`src/rtl/pfk_pkg.sv`:
```
package pfk_pkg;

   localparam int COORD_WIDTH = 32;
   localparam int COEF_WIDTH  = 48;
   localparam int CSR_WIDTH   = 32;
   localparam int EXP_WIDTH   = 12;

   localparam int UNIT_STAGES = 16;
   localparam int UNIT_BITS   = 32 / UNIT_STAGES;
   localparam int FRONT_STAGES = 8;
   localparam int TAIL_STAGES  = 5;
   localparam int LATENCY = FRONT_STAGES + 2 * UNIT_STAGES + TAIL_STAGES;

   localparam logic [CSR_WIDTH-1:0] CUTOFF_RESET = 32'd589824;

   localparam logic [1:0] KIND_LJ         = 2'd0;
   localparam logic [1:0] KIND_REP        = 2'd1;
   localparam logic [1:0] KIND_SPRING     = 2'd2;
   localparam logic [1:0] KIND_SPRING_ALT = 2'd3;

   localparam logic [1:0] ST_APPLIED = 2'd0;
   localparam logic [1:0] ST_CUTOFF  = 2'd1;
   localparam logic [1:0] ST_SAT     = 2'd2;
   localparam logic [1:0] ST_ZERO    = 2'd3;

   typedef struct packed {
      logic [1:0]                    kind;
      logic signed [COORD_WIDTH-1:0] disp_x;
      logic signed [COORD_WIDTH-1:0] disp_y;
      logic signed [COORD_WIDTH-1:0] disp_z;
      logic [COEF_WIDTH-1:0]         coef_a;
      logic [COEF_WIDTH-1:0]         coef_b;
   } req_type;

   typedef struct packed {
      logic signed [31:0] force_x;
      logic signed [31:0] force_y;
      logic signed [31:0] force_z;
      logic [1:0]         status;
   } rsp_type;

   // m * 2^e, m normalized to [2^31, 2^32) or zero
   typedef struct packed {
      logic [31:0]                 m;
      logic signed [EXP_WIDTH-1:0] e;
   } fnum_type;

   typedef struct packed {
      logic              harm;
      logic              rep;
      logic              zero;
      logic              beyond;
      logic [2:0]        xneg;
      fnum_type [2:0]    nmag;
      fnum_type          a;
      fnum_type          b;
      fnum_type          ab;
      fnum_type          s;
      fnum_type          s2;
      fnum_type          s4;
      fnum_type          s6;
      fnum_type          s7;
   } carry_type;

   function automatic logic [5:0] msb64(input logic [63:0] v);
      logic [5:0] p;
      p = '0;
      for (int i = 0; i < 64; i++) begin
         if (v[i]) p = 6'(i);
      end
      return p;
   endfunction

   function automatic fnum_type norm64(input logic [63:0] v,
                                       input logic signed [EXP_WIDTH-1:0] q);
      fnum_type r;
      logic [5:0] p;
      logic [63:0] sh;
      p = msb64(v);
      sh = v << (6'd63 - p);
      r.m = sh[63:32];
      r.e = q + $signed({6'b0, p}) - 12'sd31;
      if (v == '0) r = '0;
      return r;
   endfunction

   function automatic fnum_type fmul(input fnum_type a, input fnum_type b);
      fnum_type r;
      logic [63:0] p;
      p = a.m * b.m;
      if (p[63]) begin
         r.m = p[63:32];
         r.e = a.e + b.e + 12'sd32;
      end else begin
         r.m = p[62:31];
         r.e = a.e + b.e + 12'sd31;
      end
      if (a.m == '0 || b.m == '0) r = '0;
      return r;
   endfunction

   // {saturated, Q16.16 value}
   function automatic logic [32:0] to_fixed(input fnum_type v, input logic neg);
      logic signed [EXP_WIDTH:0] k;
      logic [63:0] mag;
      logic [63:0] limit;
      logic        sat;
      logic [31:0] val;
      k = (EXP_WIDTH+1)'(v.e) + 13'sd16;
      limit = neg ? 64'h8000_0000 : 64'h7FFF_FFFF;
      mag = '0;
      if (v.m != '0) begin
         if (k >= 13'sd32) mag = limit + 64'd1;
         else if (k >= 13'sd0) mag = {32'b0, v.m} << k[4:0];
         else if (k > -13'sd64) mag = {32'b0, v.m} >> 6'(-k);
      end
      sat = mag > limit;
      if (sat) mag = limit;
      val = neg ? (~mag[31:0] + 32'd1) : mag[31:0];
      return {sat, val};
   endfunction

endpackage

```
`src/rtl/pfk_sqrt.sv`:
```
module pfk_sqrt (
   input  logic               clock,
   input  logic               reset,
   input  logic               in_valid,
   input  pfk_pkg::fnum_type  in_num,
   output logic               out_valid,
   output pfk_pkg::fnum_type  out_num
);

   localparam int STAGES = pfk_pkg::UNIT_STAGES;

   logic                                 v_ff    [STAGES];
   logic [35:0]                          rem_ff  [STAGES];
   logic [31:0]                          root_ff [STAGES];
   logic [63:0]                          w_ff    [STAGES];
   logic signed [pfk_pkg::EXP_WIDTH-1:0] e_ff    [STAGES];

   logic [35:0]                          rem_in  [STAGES];
   logic [31:0]                          root_in [STAGES];
   logic [63:0]                          w_in    [STAGES];

   for (genvar s = 0; s < STAGES; s++) begin : g_stage
      logic                                 v_src;
      logic [35:0]                          rem_src;
      logic [31:0]                          root_src;
      logic [63:0]                          w_src;
      logic signed [pfk_pkg::EXP_WIDTH-1:0] e_src;

      if (s == 0) begin : g_first
         logic signed [pfk_pkg::EXP_WIDTH-1:0] ew;
         assign ew       = in_num.e[0] ? (in_num.e - 12'sd31) : (in_num.e - 12'sd32);
         assign v_src    = in_valid;
         assign rem_src  = '0;
         assign root_src = '0;
         assign w_src    = in_num.e[0] ? {1'b0, in_num.m, 31'b0} : {in_num.m, 32'b0};
         assign e_src    = ew >>> 1;
      end else begin : g_next
         assign v_src    = v_ff[s-1];
         assign rem_src  = rem_ff[s-1];
         assign root_src = root_ff[s-1];
         assign w_src    = w_ff[s-1];
         assign e_src    = e_ff[s-1];
      end

      always_comb begin
         logic [35:0] rem;
         logic [35:0] trial;
         logic [31:0] root;
         logic [63:0] w;
         rem  = rem_src;
         root = root_src;
         w    = w_src;
         for (int i = 0; i < pfk_pkg::UNIT_BITS; i++) begin
            rem   = {rem[33:0], w[63:62]};
            w     = {w[61:0], 2'b00};
            trial = {2'b00, root, 2'b01};
            if (rem >= trial) begin
               rem  = rem - trial;
               root = {root[30:0], 1'b1};
            end else begin
               root = {root[30:0], 1'b0};
            end
         end
         rem_in[s]  = rem;
         root_in[s] = root;
         w_in[s]    = w;
      end

      always_ff @(posedge clock) begin
         if (reset) begin
            v_ff[s] <= 1'b0;
         end else begin
            v_ff[s] <= v_src;
         end
         rem_ff[s]  <= rem_in[s];
         root_ff[s] <= root_in[s];
         w_ff[s]    <= w_in[s];
         e_ff[s]    <= e_src;
      end
   end

   assign out_valid = v_ff[STAGES-1];
   assign out_num   = '{m: root_ff[STAGES-1], e: e_ff[STAGES-1]};

endmodule

```
`config.mk`:
```
export PLATFORM = sky130hd
export DESIGN_NAME = pfk_sqrt
export DESIGN_NICKNAME = d
export VERILOG_FILES = /design/src/rtl/pfk_pkg.sv /design/src/rtl/pfk_sqrt.sv
export SDC_FILE = /design/constraint.sdc
export NUM_CORES = 2
export LEC_CHECK = 0
export BUFFER_PORTS_ARGS = -buffer_cell sky130_fd_sc_hd__buf_2
export CORE_MARGIN = 4
export CORE_UTILIZATION = 64
export CTS_CLUSTER_SIZE = 8
export DETAILED_ROUTE_END_ITERATION = 12
export GPL_ROUTABILITY_DRIVEN = 1
export PLACE_DENSITY = 0.81
export SYNTH_ARGS = -nofsm -noshare
export SYNTH_HDL_FRONTEND = slang
export SYNTH_SLANG_ARGS = --single-unit
export TNS_END_PERCENT = 1
```
`constraint.sdc`:
```
create_clock -name clock -period 8.4 [get_ports clock]
set_clock_uncertainty 0.1 [all_clocks]
set_input_delay 0.42 -clock clock [delete_from_list [all_inputs] [get_ports clock]]
set_output_delay 0.42 -clock clock [all_outputs]
set_load 0.005 [all_outputs]
```
==> run metrics <==
gp weighted congestion=0.9793; Max-slew headroom=0.2619; crit path kind=register to register; worst hold path class=register to register; CP Launch Type=register; Sink Count=1,064; post-layout min period=7.718 ns; WL/cell=19.54 um; Cells after Synth=7,281; clock buffer depth=3; vias in the first global route=52,745; I/O Buffers=91; antenna cells=0; CTS tree=done; root buffer cell=clkbuf_16; setup bufs post-CTS=0; DRT iter0 DRCs=4,292; wire length of the first global-routing pass=271.3 mm; DRC viols=0; asr flop ratio synth=0; Layout Cells excl Fill=8,715; GRT Util Overall=0.3233; CP max FO=31; post-synthesis register bit count=1,064; IR drop worst, VDD=215.0 uV; crit path DAT=8.25 ns; detailed-route via count=53,735; Reg clk slew, reported paths=0.05 ns; DR pass1 iterations=6; Yosys warning count=0; cts bufs inserted=152; Layout Utilization=0.7156; CP max-delay cell=a221oi_1; final setup vio count=0; number of flops mapped to enable cells by yosys=0; top_reg_cell synth=dfxtp_1; most frequent cells in the layout=dfxtp_1 (1,064), nor2_1 (670), nand2_1 (572), ha_1 (522), a21oi_1 (503); Fin. Hold Viols=0; initial core utilization=0.6483; Area Overhead vs Synth=10.37%; Leakage=0.03125 uW; die area=101,900 um2; RSZ-0062 raised after global routing=no; I/O pins=92; setup_tns=0 ns; Filler Cell Count=7,375; PwrDens=289.6 nW/um2; status=finished, final reports clean; core area=95,580 um2; largest net degree at the start of global routing=57; Syn Area/Cell=8.510 um2; Req. time, crit path=8.93 ns; Setup crit end kind=register; initial antenna violation count=2; synth unique cells=115; Netlist Area Pre-Place=61,960 um2; Total Wirelength=170.3 mm; Final period util=0.9188; sequential share of the synthesized area=0.3438; Max-cap violations=0; Post-DP HPWL=128.4 mm; GR Overflow Total=0; clock latency on the worst-skew pair=0.77 ns; Worst Tran Pin Value=1.097 ns; Die Height=319.2 um; fin. max-slew vios=0; Antenna Nets Post-Route=0; final net count=8,003; number of cells in the design after placement=8,471; max incr delay on CP=0.55 ns; Die X=319.2 um; H-tree Lvls=4; Via density=6.166; commonest non-fill, non-tap cell in the layout=dfxtp_1; Fmax achieved=129.6 MHz; layout cells sized above 1=0.07812; Rows=113
[cells in the mapped netlist, types with 64 or more instances]
cell / instances / area [um2]
a211oi_1: 65 / 488.0
a21o_1: 217 / 1629
a21oi_1: 504 / 2522
clkbuf_1: 134 / 503.0
dfxtp_1: 1064 / 21300
ha_1: 522 / 6531
inv_1: 440 / 1652
mux2_2: 140 / 1577
nand2_1: 572 / 2147
nand2b_1: 89 / 556.8
nand3_1: 168 / 840.8
nand4_1: 93 / 581.8
nor2_1: 670 / 2515
nor2b_1: 95 / 594.3
nor3_1: 228 / 1141
nor4_1: 91 / 569.3
o21a_1: 112 / 840.8
o21ai_0: 321 / 1607
o31ai_1: 64 / 480.5
or3_1: 69 / 431.7
xnor2_1: 443 / 3880
xor2_1: 248 / 2172
[area by class of cell]
type	count	area [um2]	area share
clock buffer	164	3889	0.05686
timing repair buffer	196	1406	0.02056
sequential	1064	21300	0.3114
multi-input combinational	5559	38100	0.5571
tap	1265	1583	0.02314
inverter	452	1698	0.02483
clock inverter	15	412.9	0.006037
[worst max-delay path: cells and delay by family (launching register included)]
family / cells / cell delay (ns)
compound gates: 15 / 4.10
simple gates: 4 / 1.03
buf+inv: 5 / 0.98
fa+ha+maj: 3 / 0.72
flops: 1 / 0.32
mux: 1 / 0.32
[path summary, 6_finish.rpt]
kind	startpoint	endpoint	slack [ns]	cells after the start
min	e_ff[0][41]$_DFF_P_	e_ff[0][53]$_DFF_P_	0.20	0
min reg2reg	e_ff[0][41]$_DFF_P_	e_ff[0][53]$_DFF_P_	0.20	0
max	root_ff[1][128]$_DFF_P_	rem_ff[1][189]$_DFF_P_	0.68	28
max reg2reg	root_ff[1][128]$_DFF_P_	rem_ff[1][189]$_DFF_P_	0.68	28
[logic make-up after synthesis]
kind of cell,after synthesis,share of synthesized area
other cells,1,0.00006052
compound gates,1716,0.1799
flops,1064,0.3438
xor+xnor,691,0.09767
mux,172,0.03071
buf+inv,660,0.04210
fa+ha+maj,531,0.1083
simple gates,2446,0.1975
[sequential cells by signal, indices dropped and copies added, names as in the netlist]
signal,count
v_ff,16
rem_ff,480
root_ff,272
w_ff,120
e_ff,176
[metrics by stage]
stage | area (um2) | worst slack [ns] | hold slack [ns] | total power [uW]
after CTS | 68390 | 0.6038 | 0.2100 | 19720
final | 68390 | 0.6821 | 0.2034 | 19810
after floorplan | 61970 | 1.463 | 0.2096 | 12280
after global routing | 68390 | 0.1627 | 0.2101 | 20930
after global placement | 63430 | 0.7873 | 0.2098 | 13950
after detailed placement | 63430 | 0.6188 | 0.2121 | 14080
[timing repair]
action,CTS,global route
hold buffers,65,0
endpoints found under the hold margin,61,0
gates resized for setup,0,2
setup endpoints to repair,0,15
[layer usage]
layer | wire (um) | global-route usage
met1 | 66860 | 0.3745
met3 | 10180 | 0.04953
met5 | 0 | 0
met2 | 83360 | 0.5718
met4 | 9923 | 0.1782
[power breakdown]
part	internal [uW]	total, uW	leakage (uW)	switching (uW)
Clock	3280	5540	0.00207	2260
Combinational	2990	7210	0.0203	4220
Sequential	6020	7050	0.00885	1030
Note: power is estimated with default switching activity, not from simulation.
