### config.mk
export PLATFORM = sky130hd
export DESIGN_NAME = pfk_recip
export DESIGN_NICKNAME = d
export VERILOG_FILES = /design/src/rtl/pfk_pkg.sv /design/src/rtl/pfk_recip.sv
export SDC_FILE = /design/constraint.sdc
export NUM_CORES = 2
export LEC_CHECK = 0
export ABC_CLOCK_PERIOD_IN_PS = 13700
export BUFFER_PORTS_ARGS = -buffer_cell sky130_fd_sc_hd__clkbuf_2
export CAP_MARGIN = 40
export CORE_MARGIN = 3
export CORE_UTILIZATION = 60
export DETAILED_ROUTE_END_ITERATION = 10
export GPL_ROUTABILITY_DRIVEN = 0
export PLACE_DENSITY = 0.86
export SKIP_LAST_GASP = 1
export SYNTH_ARGS = -nofsm -noshare
export SYNTH_HDL_FRONTEND = slang
export SYNTH_SLANG_ARGS = --single-unit
### constraint.sdc
create_clock -name clock -period 13.7 [get_ports clock]
set_clock_uncertainty 0.05 [all_clocks]
set_input_delay 2.055 -clock clock [delete_from_list [all_inputs] [get_ports clock]]
set_output_delay 2.055 -clock clock [all_outputs]
set_load 0.05 [all_outputs]
### src/rtl/pfk_pkg.sv
package pfk_pkg;

   localparam int COORD_WIDTH = 32;
   localparam int COEF_WIDTH  = 48;
   localparam int CSR_WIDTH   = 32;
   localparam int EXP_WIDTH   = 12;

   localparam int UNIT_STAGES = 16;
   localparam int UNIT_BITS   = 32 / UNIT_STAGES;
   localparam int FRONT_STAGES = 8;
   localparam int TAIL_STAGES  = 5;
   localparam int LATENCY = FRONT_STAGES + 2 * UNIT_STAGES + TAIL_STAGES;

   localparam logic [CSR_WIDTH-1:0] CUTOFF_RESET = 32'd589824;

   localparam logic [1:0] KIND_LJ         = 2'd0;
   localparam logic [1:0] KIND_REP        = 2'd1;
   localparam logic [1:0] KIND_SPRING     = 2'd2;
   localparam logic [1:0] KIND_SPRING_ALT = 2'd3;

   localparam logic [1:0] ST_APPLIED = 2'd0;
   localparam logic [1:0] ST_CUTOFF  = 2'd1;
   localparam logic [1:0] ST_SAT     = 2'd2;
   localparam logic [1:0] ST_ZERO    = 2'd3;

   typedef struct packed {
      logic [1:0]                    kind;
      logic signed [COORD_WIDTH-1:0] disp_x;
      logic signed [COORD_WIDTH-1:0] disp_y;
      logic signed [COORD_WIDTH-1:0] disp_z;
      logic [COEF_WIDTH-1:0]         coef_a;
      logic [COEF_WIDTH-1:0]         coef_b;
   } req_type;

   typedef struct packed {
      logic signed [31:0] force_x;
      logic signed [31:0] force_y;
      logic signed [31:0] force_z;
      logic [1:0]         status;
   } rsp_type;

   // m * 2^e, m normalized to [2^31, 2^32) or zero
   typedef struct packed {
      logic [31:0]                 m;
      logic signed [EXP_WIDTH-1:0] e;
   } fnum_type;

   typedef struct packed {
      logic              harm;
      logic              rep;
      logic              zero;
      logic              beyond;
      logic [2:0]        xneg;
      fnum_type [2:0]    nmag;
      fnum_type          a;
      fnum_type          b;
      fnum_type          ab;
      fnum_type          s;
      fnum_type          s2;
      fnum_type          s4;
      fnum_type          s6;
      fnum_type          s7;
   } carry_type;

   function automatic logic [5:0] msb64(input logic [63:0] v);
      logic [5:0] p;
      p = '0;
      for (int i = 0; i < 64; i++) begin
         if (v[i]) p = 6'(i);
      end
      return p;
   endfunction

   function automatic fnum_type norm64(input logic [63:0] v,
                                       input logic signed [EXP_WIDTH-1:0] q);
      fnum_type r;
      logic [5:0] p;
      logic [63:0] sh;
      p = msb64(v);
      sh = v << (6'd63 - p);
      r.m = sh[63:32];
      r.e = q + $signed({6'b0, p}) - 12'sd31;
      if (v == '0) r = '0;
      return r;
   endfunction

   function automatic fnum_type fmul(input fnum_type a, input fnum_type b);
      fnum_type r;
      logic [63:0] p;
      p = a.m * b.m;
      if (p[63]) begin
         r.m = p[63:32];
         r.e = a.e + b.e + 12'sd32;
      end else begin
         r.m = p[62:31];
         r.e = a.e + b.e + 12'sd31;
      end
      if (a.m == '0 || b.m == '0) r = '0;
      return r;
   endfunction

   // {saturated, Q16.16 value}
   function automatic logic [32:0] to_fixed(input fnum_type v, input logic neg);
      logic signed [EXP_WIDTH:0] k;
      logic [63:0] mag;
      logic [63:0] limit;
      logic        sat;
      logic [31:0] val;
      k = (EXP_WIDTH+1)'(v.e) + 13'sd16;
      limit = neg ? 64'h8000_0000 : 64'h7FFF_FFFF;
      mag = '0;
      if (v.m != '0) begin
         if (k >= 13'sd32) mag = limit + 64'd1;
         else if (k >= 13'sd0) mag = {32'b0, v.m} << k[4:0];
         else if (k > -13'sd64) mag = {32'b0, v.m} >> 6'(-k);
      end
      sat = mag > limit;
      if (sat) mag = limit;
      val = neg ? (~mag[31:0] + 32'd1) : mag[31:0];
      return {sat, val};
   endfunction

endpackage

### src/rtl/pfk_recip.sv
module pfk_recip (
   input  logic               clock,
   input  logic               reset,
   input  logic               in_valid,
   input  pfk_pkg::fnum_type  in_num,
   output logic               out_valid,
   output pfk_pkg::fnum_type  out_num
);

   localparam int STAGES = pfk_pkg::UNIT_STAGES;

   logic                                 v_ff   [STAGES];
   logic [32:0]                          rem_ff [STAGES];
   logic [31:0]                          q_ff   [STAGES];
   logic [31:0]                          d_ff   [STAGES];
   logic signed [pfk_pkg::EXP_WIDTH-1:0] e_ff   [STAGES];
   logic                                 pow_ff [STAGES];

   logic [32:0]                          rem_in [STAGES];
   logic [31:0]                          q_in   [STAGES];

   for (genvar s = 0; s < STAGES; s++) begin : g_stage
      logic                                 v_src;
      logic [32:0]                          rem_src;
      logic [31:0]                          q_src;
      logic [31:0]                          d_src;
      logic signed [pfk_pkg::EXP_WIDTH-1:0] e_src;
      logic                                 pow_src;

      if (s == 0) begin : g_first
         assign v_src   = in_valid;
         assign rem_src = 33'h0_8000_0000;
         assign q_src   = '0;
         assign d_src   = in_num.m;
         assign pow_src = in_num.m == 32'h8000_0000;
         assign e_src   = pow_src ? (-12'sd62 - in_num.e) : (-12'sd63 - in_num.e);
      end else begin : g_next
         assign v_src   = v_ff[s-1];
         assign rem_src = rem_ff[s-1];
         assign q_src   = q_ff[s-1];
         assign d_src   = d_ff[s-1];
         assign pow_src = pow_ff[s-1];
         assign e_src   = e_ff[s-1];
      end

      always_comb begin
         logic [32:0] rem;
         logic [31:0] q;
         rem = rem_src;
         q   = q_src;
         for (int i = 0; i < pfk_pkg::UNIT_BITS; i++) begin
            rem = {rem[31:0], 1'b0};
            if (rem >= {1'b0, d_src}) begin
               rem = rem - {1'b0, d_src};
               q   = {q[30:0], 1'b1};
            end else begin
               q   = {q[30:0], 1'b0};
            end
         end
         rem_in[s] = rem;
         q_in[s]   = q;
      end

      always_ff @(posedge clock) begin
         if (reset) begin
            v_ff[s] <= 1'b0;
         end else begin
            v_ff[s] <= v_src;
         end
         rem_ff[s] <= rem_in[s];
         q_ff[s]   <= q_in[s];
         d_ff[s]   <= d_src;
         e_ff[s]   <= e_src;
         pow_ff[s] <= pow_src;
      end
   end

   assign out_valid = v_ff[STAGES-1];
   assign out_num   = '{m: (pow_ff[STAGES-1] ? 32'h8000_0000 : q_ff[STAGES-1]),
                        e: e_ff[STAGES-1]};

endmodule

==> impl_metrics.ini <==
[place]
dpl_cell_area_mm2 = 0.0918
hpwl_mm = 193
dp_slack_ps = 6090
io_buffers = 90

[grt]
overflow = 0
grt_usage_pct = 31.6
grt_pass1_vias = 77100
antenna_found_initial = 16
grt_pass1_wl_mm = 396
grt_start_max_net_pins = 58

[floorplanning]
io_pins = 92
rows = 141
die_area_mm2 = 0.154
core_area_mm2 = 0.148
die_h_um = 392
die_w_um = 392
start_util_pct = 60.5

[clocking]
cts_tree = done
numCtsBuffers = 148
post_cts_resize_count = 0
cts_hold_buf = 0
worstSkewPairLatency_ps = 800
clockRootBuffer = clkbuf_16
postCtsSetupBuffers = 0
clk_path_buf_depth = 3
h-tree-depth = 4
path_clk_slew_ps = 70
cts.sinks = 1440

[routing]
route.met2.wl_mm = 115
wl_met3_mm = 22.6
num_vias = 78700
drt_pass1_iterations = 9
drc = 0
wire_per_inst_um = 20.3
drt-initial-drc-count = 7695
vias_per_cell = 6.35
drtAntennaViolNets = 0
dr.max_layer_used = met5
wl_met1_mm = 94.5
routed_wl_mm = 252

[final_layout]
drive_gt1_share_pct = 9.29
final_cell_mix = dfxtp_1, ha_1, a21oi_1, inv_1, nor2_1
multi_input_area_mm2 = 0.0569
area_growth_pct = 8.44
num-fill-cells = 11200
seqCellArea_mm2 = 0.0288
final_common_cell = dfxtp_1
final_nets = 11400
fin_area_mm2 = 0.0970

[setup_path]
path_max_fanout = 40
cp_top_family = compound AO/OA/AOI/OAI gates
cpMostUsedCell = a211oi_1
path_buf_inv = 3
crit_cells = 24
critPathMaxStageDelay_ps = 550
critical_path_required_ps = 14320
worst_path_max_delay_cell = dfxtp_1
crit_type = flop to flop
critPathLaunchType = flop
r2r.worst_path.cells = 24
path_cells = inv_1 > ha_1 > a21oi_1 > o21ai_0 > a21oi_1 > a211oi_1 > o311ai_1 > nand2_1 > and4_1 > nor3_1 > inv_2 > mux2_2 > ha_1 > and3_1 > a221oi_1 > o21ai_0 > nand2_1 > o211ai_1 > a211oi_1 > o31ai_1 > a211oi_1 > o211a_1 > inv_2 > mux2_2
arrival_ps = 8550
critPathCaptureType = flop

[outcome]
status = complete, no violations

[sta]
tns_ps = 0
worst_slew_pin_slew_ps = 1000
whs_ps = 255
slew_headroom_pct = 31.3
final-setup-viol-count = 0
period_minus_slack_ps = 7930
maxSlewViolCount = 0
grt_setup_unrepaired = no
fmax_mhz = 126
report.final.hold_viol_count = 0
period_share_pct = 57.9
fin_ws_ps = 5770

[min_path]
hp-class = flop to flop
hold_depth = 0

[synth]
synth-seq-cells = 1440
syn_area_mm2 = 0.0895
syn-instance-count = 10300
avgSynthCellArea_um2 = 8.68
ys.flop_type = dfxtp_1
syn_nets = 11300
ys_seq_area_share_pct = 32.2
synth_edf_count = 0
synth_cell_types = 101
synth_warnings = 0
async_reset_ff_share_pct = 0

[flow_run]
drv_cap = 0
-- registers in the layout, indices dropped and copies added, names as in the netlist --
| name | count |
|---|---|
| pow_ff | 16 |
| q_ff | 256 |
| d_ff | 480 |
| v_ff | 16 |
| rem_ff | 480 |
| e_ff | 192 |
-- logic make-up (layout without fill, tap and decap cells) --
family                   Yosys count  in the layout  synth area share [%]
AO/OA/AOI/OAI                   2993           2993                  21.2
XOR/XNOR                         849            849                  8.31
adder cells (fa/ha/maj)          995            995                  14.0
buffers and inverters           1008           1175                  4.36
flip-flops                      1440           1440                  32.2
multiplexers                     517            517                  6.47
other                              1              3               0.00419
AND/OR/NAND/NOR                 2499           2499                  13.4
-- cell usage after synthesis, drive strengths merged, types with 23 or more instances --
master,instances,area (µm²)
mux2,493,5550
a31o,24,210
xnor2,573,5020
a21o,498,3740
a21boi,39,297
a21oi,973,4870
a31oi,97,613
buf,70,383
nor4,43,284
o211ai,63,478
a211oi,69,536
nand2,644,2420
ha,980,12300
nand4,121,757
nand2b,116,726
o31a,23,201
and2,71,444
o21a,127,953
nor2,736,2760
nor2b,149,932
o21ai,599,3000
nor3,145,736
xor2,276,2420
clkbuf,156,586
dfxtp,1440,28800
mux2i,24,240
and3,85,532
o21bai,128,961
or2,42,263
o31ai,71,533
and4,24,210
nand3,213,1070
inv,780,2930
or3,39,244
a211o,31,272
-- routing by layer --
| metal | up-vias | global-route usage [%] |
|---|---|---|
| met5 | - | 0 |
| met4 | 12 | 22.3 |
| met3 | 1340 | 6.91 |
| met2 | 4028 | 52.3 |
| met1 | 36500 | 36.2 |
| li1 | 36800 | - |
-- through the flow --
step	utilization, %	std cells
6_report	65.6	12400
5_1_grt	65.6	12400
4_1_cts	65.6	12400
3_5_place_dp	62.1	12100
3_3_place_gp	62.0	12100
2_1_floorplan	-	10300
-- final cells by class --
type | instances | area share [%]
Timing Repair Buffer | 124 | 0.752
Antenna cell | 2 | 0.00516
Inverter | 782 | 3.03
Sequential cell | 1440 | 29.7
Clock buffer | 178 | 4.13
Clock inverter | 91 | 1.25
Multi-Input combinational cell | 7854 | 58.6
Tap cell | 1930 | 2.49
-- final timing paths --
kind / slack [ps] / endpoint / from
setup / recovery: 5770 / rem_ff[0][242]$_DFF_P_ / d_ff[0][198]$_DFF_P_
hold reg to reg: 260 / q_ff[1][208]$_DFF_P_ / q_ff[1][174]$_DFF_P_
hold / removal: 260 / q_ff[1][208]$_DFF_P_ / q_ff[1][174]$_DFF_P_
setup reg to reg: 5770 / rem_ff[0][242]$_DFF_P_ / d_ff[0][198]$_DFF_P_
Power is not shown: default switching activity piles up to over one toggle a cycle in this logic, so the estimate is an artifact.
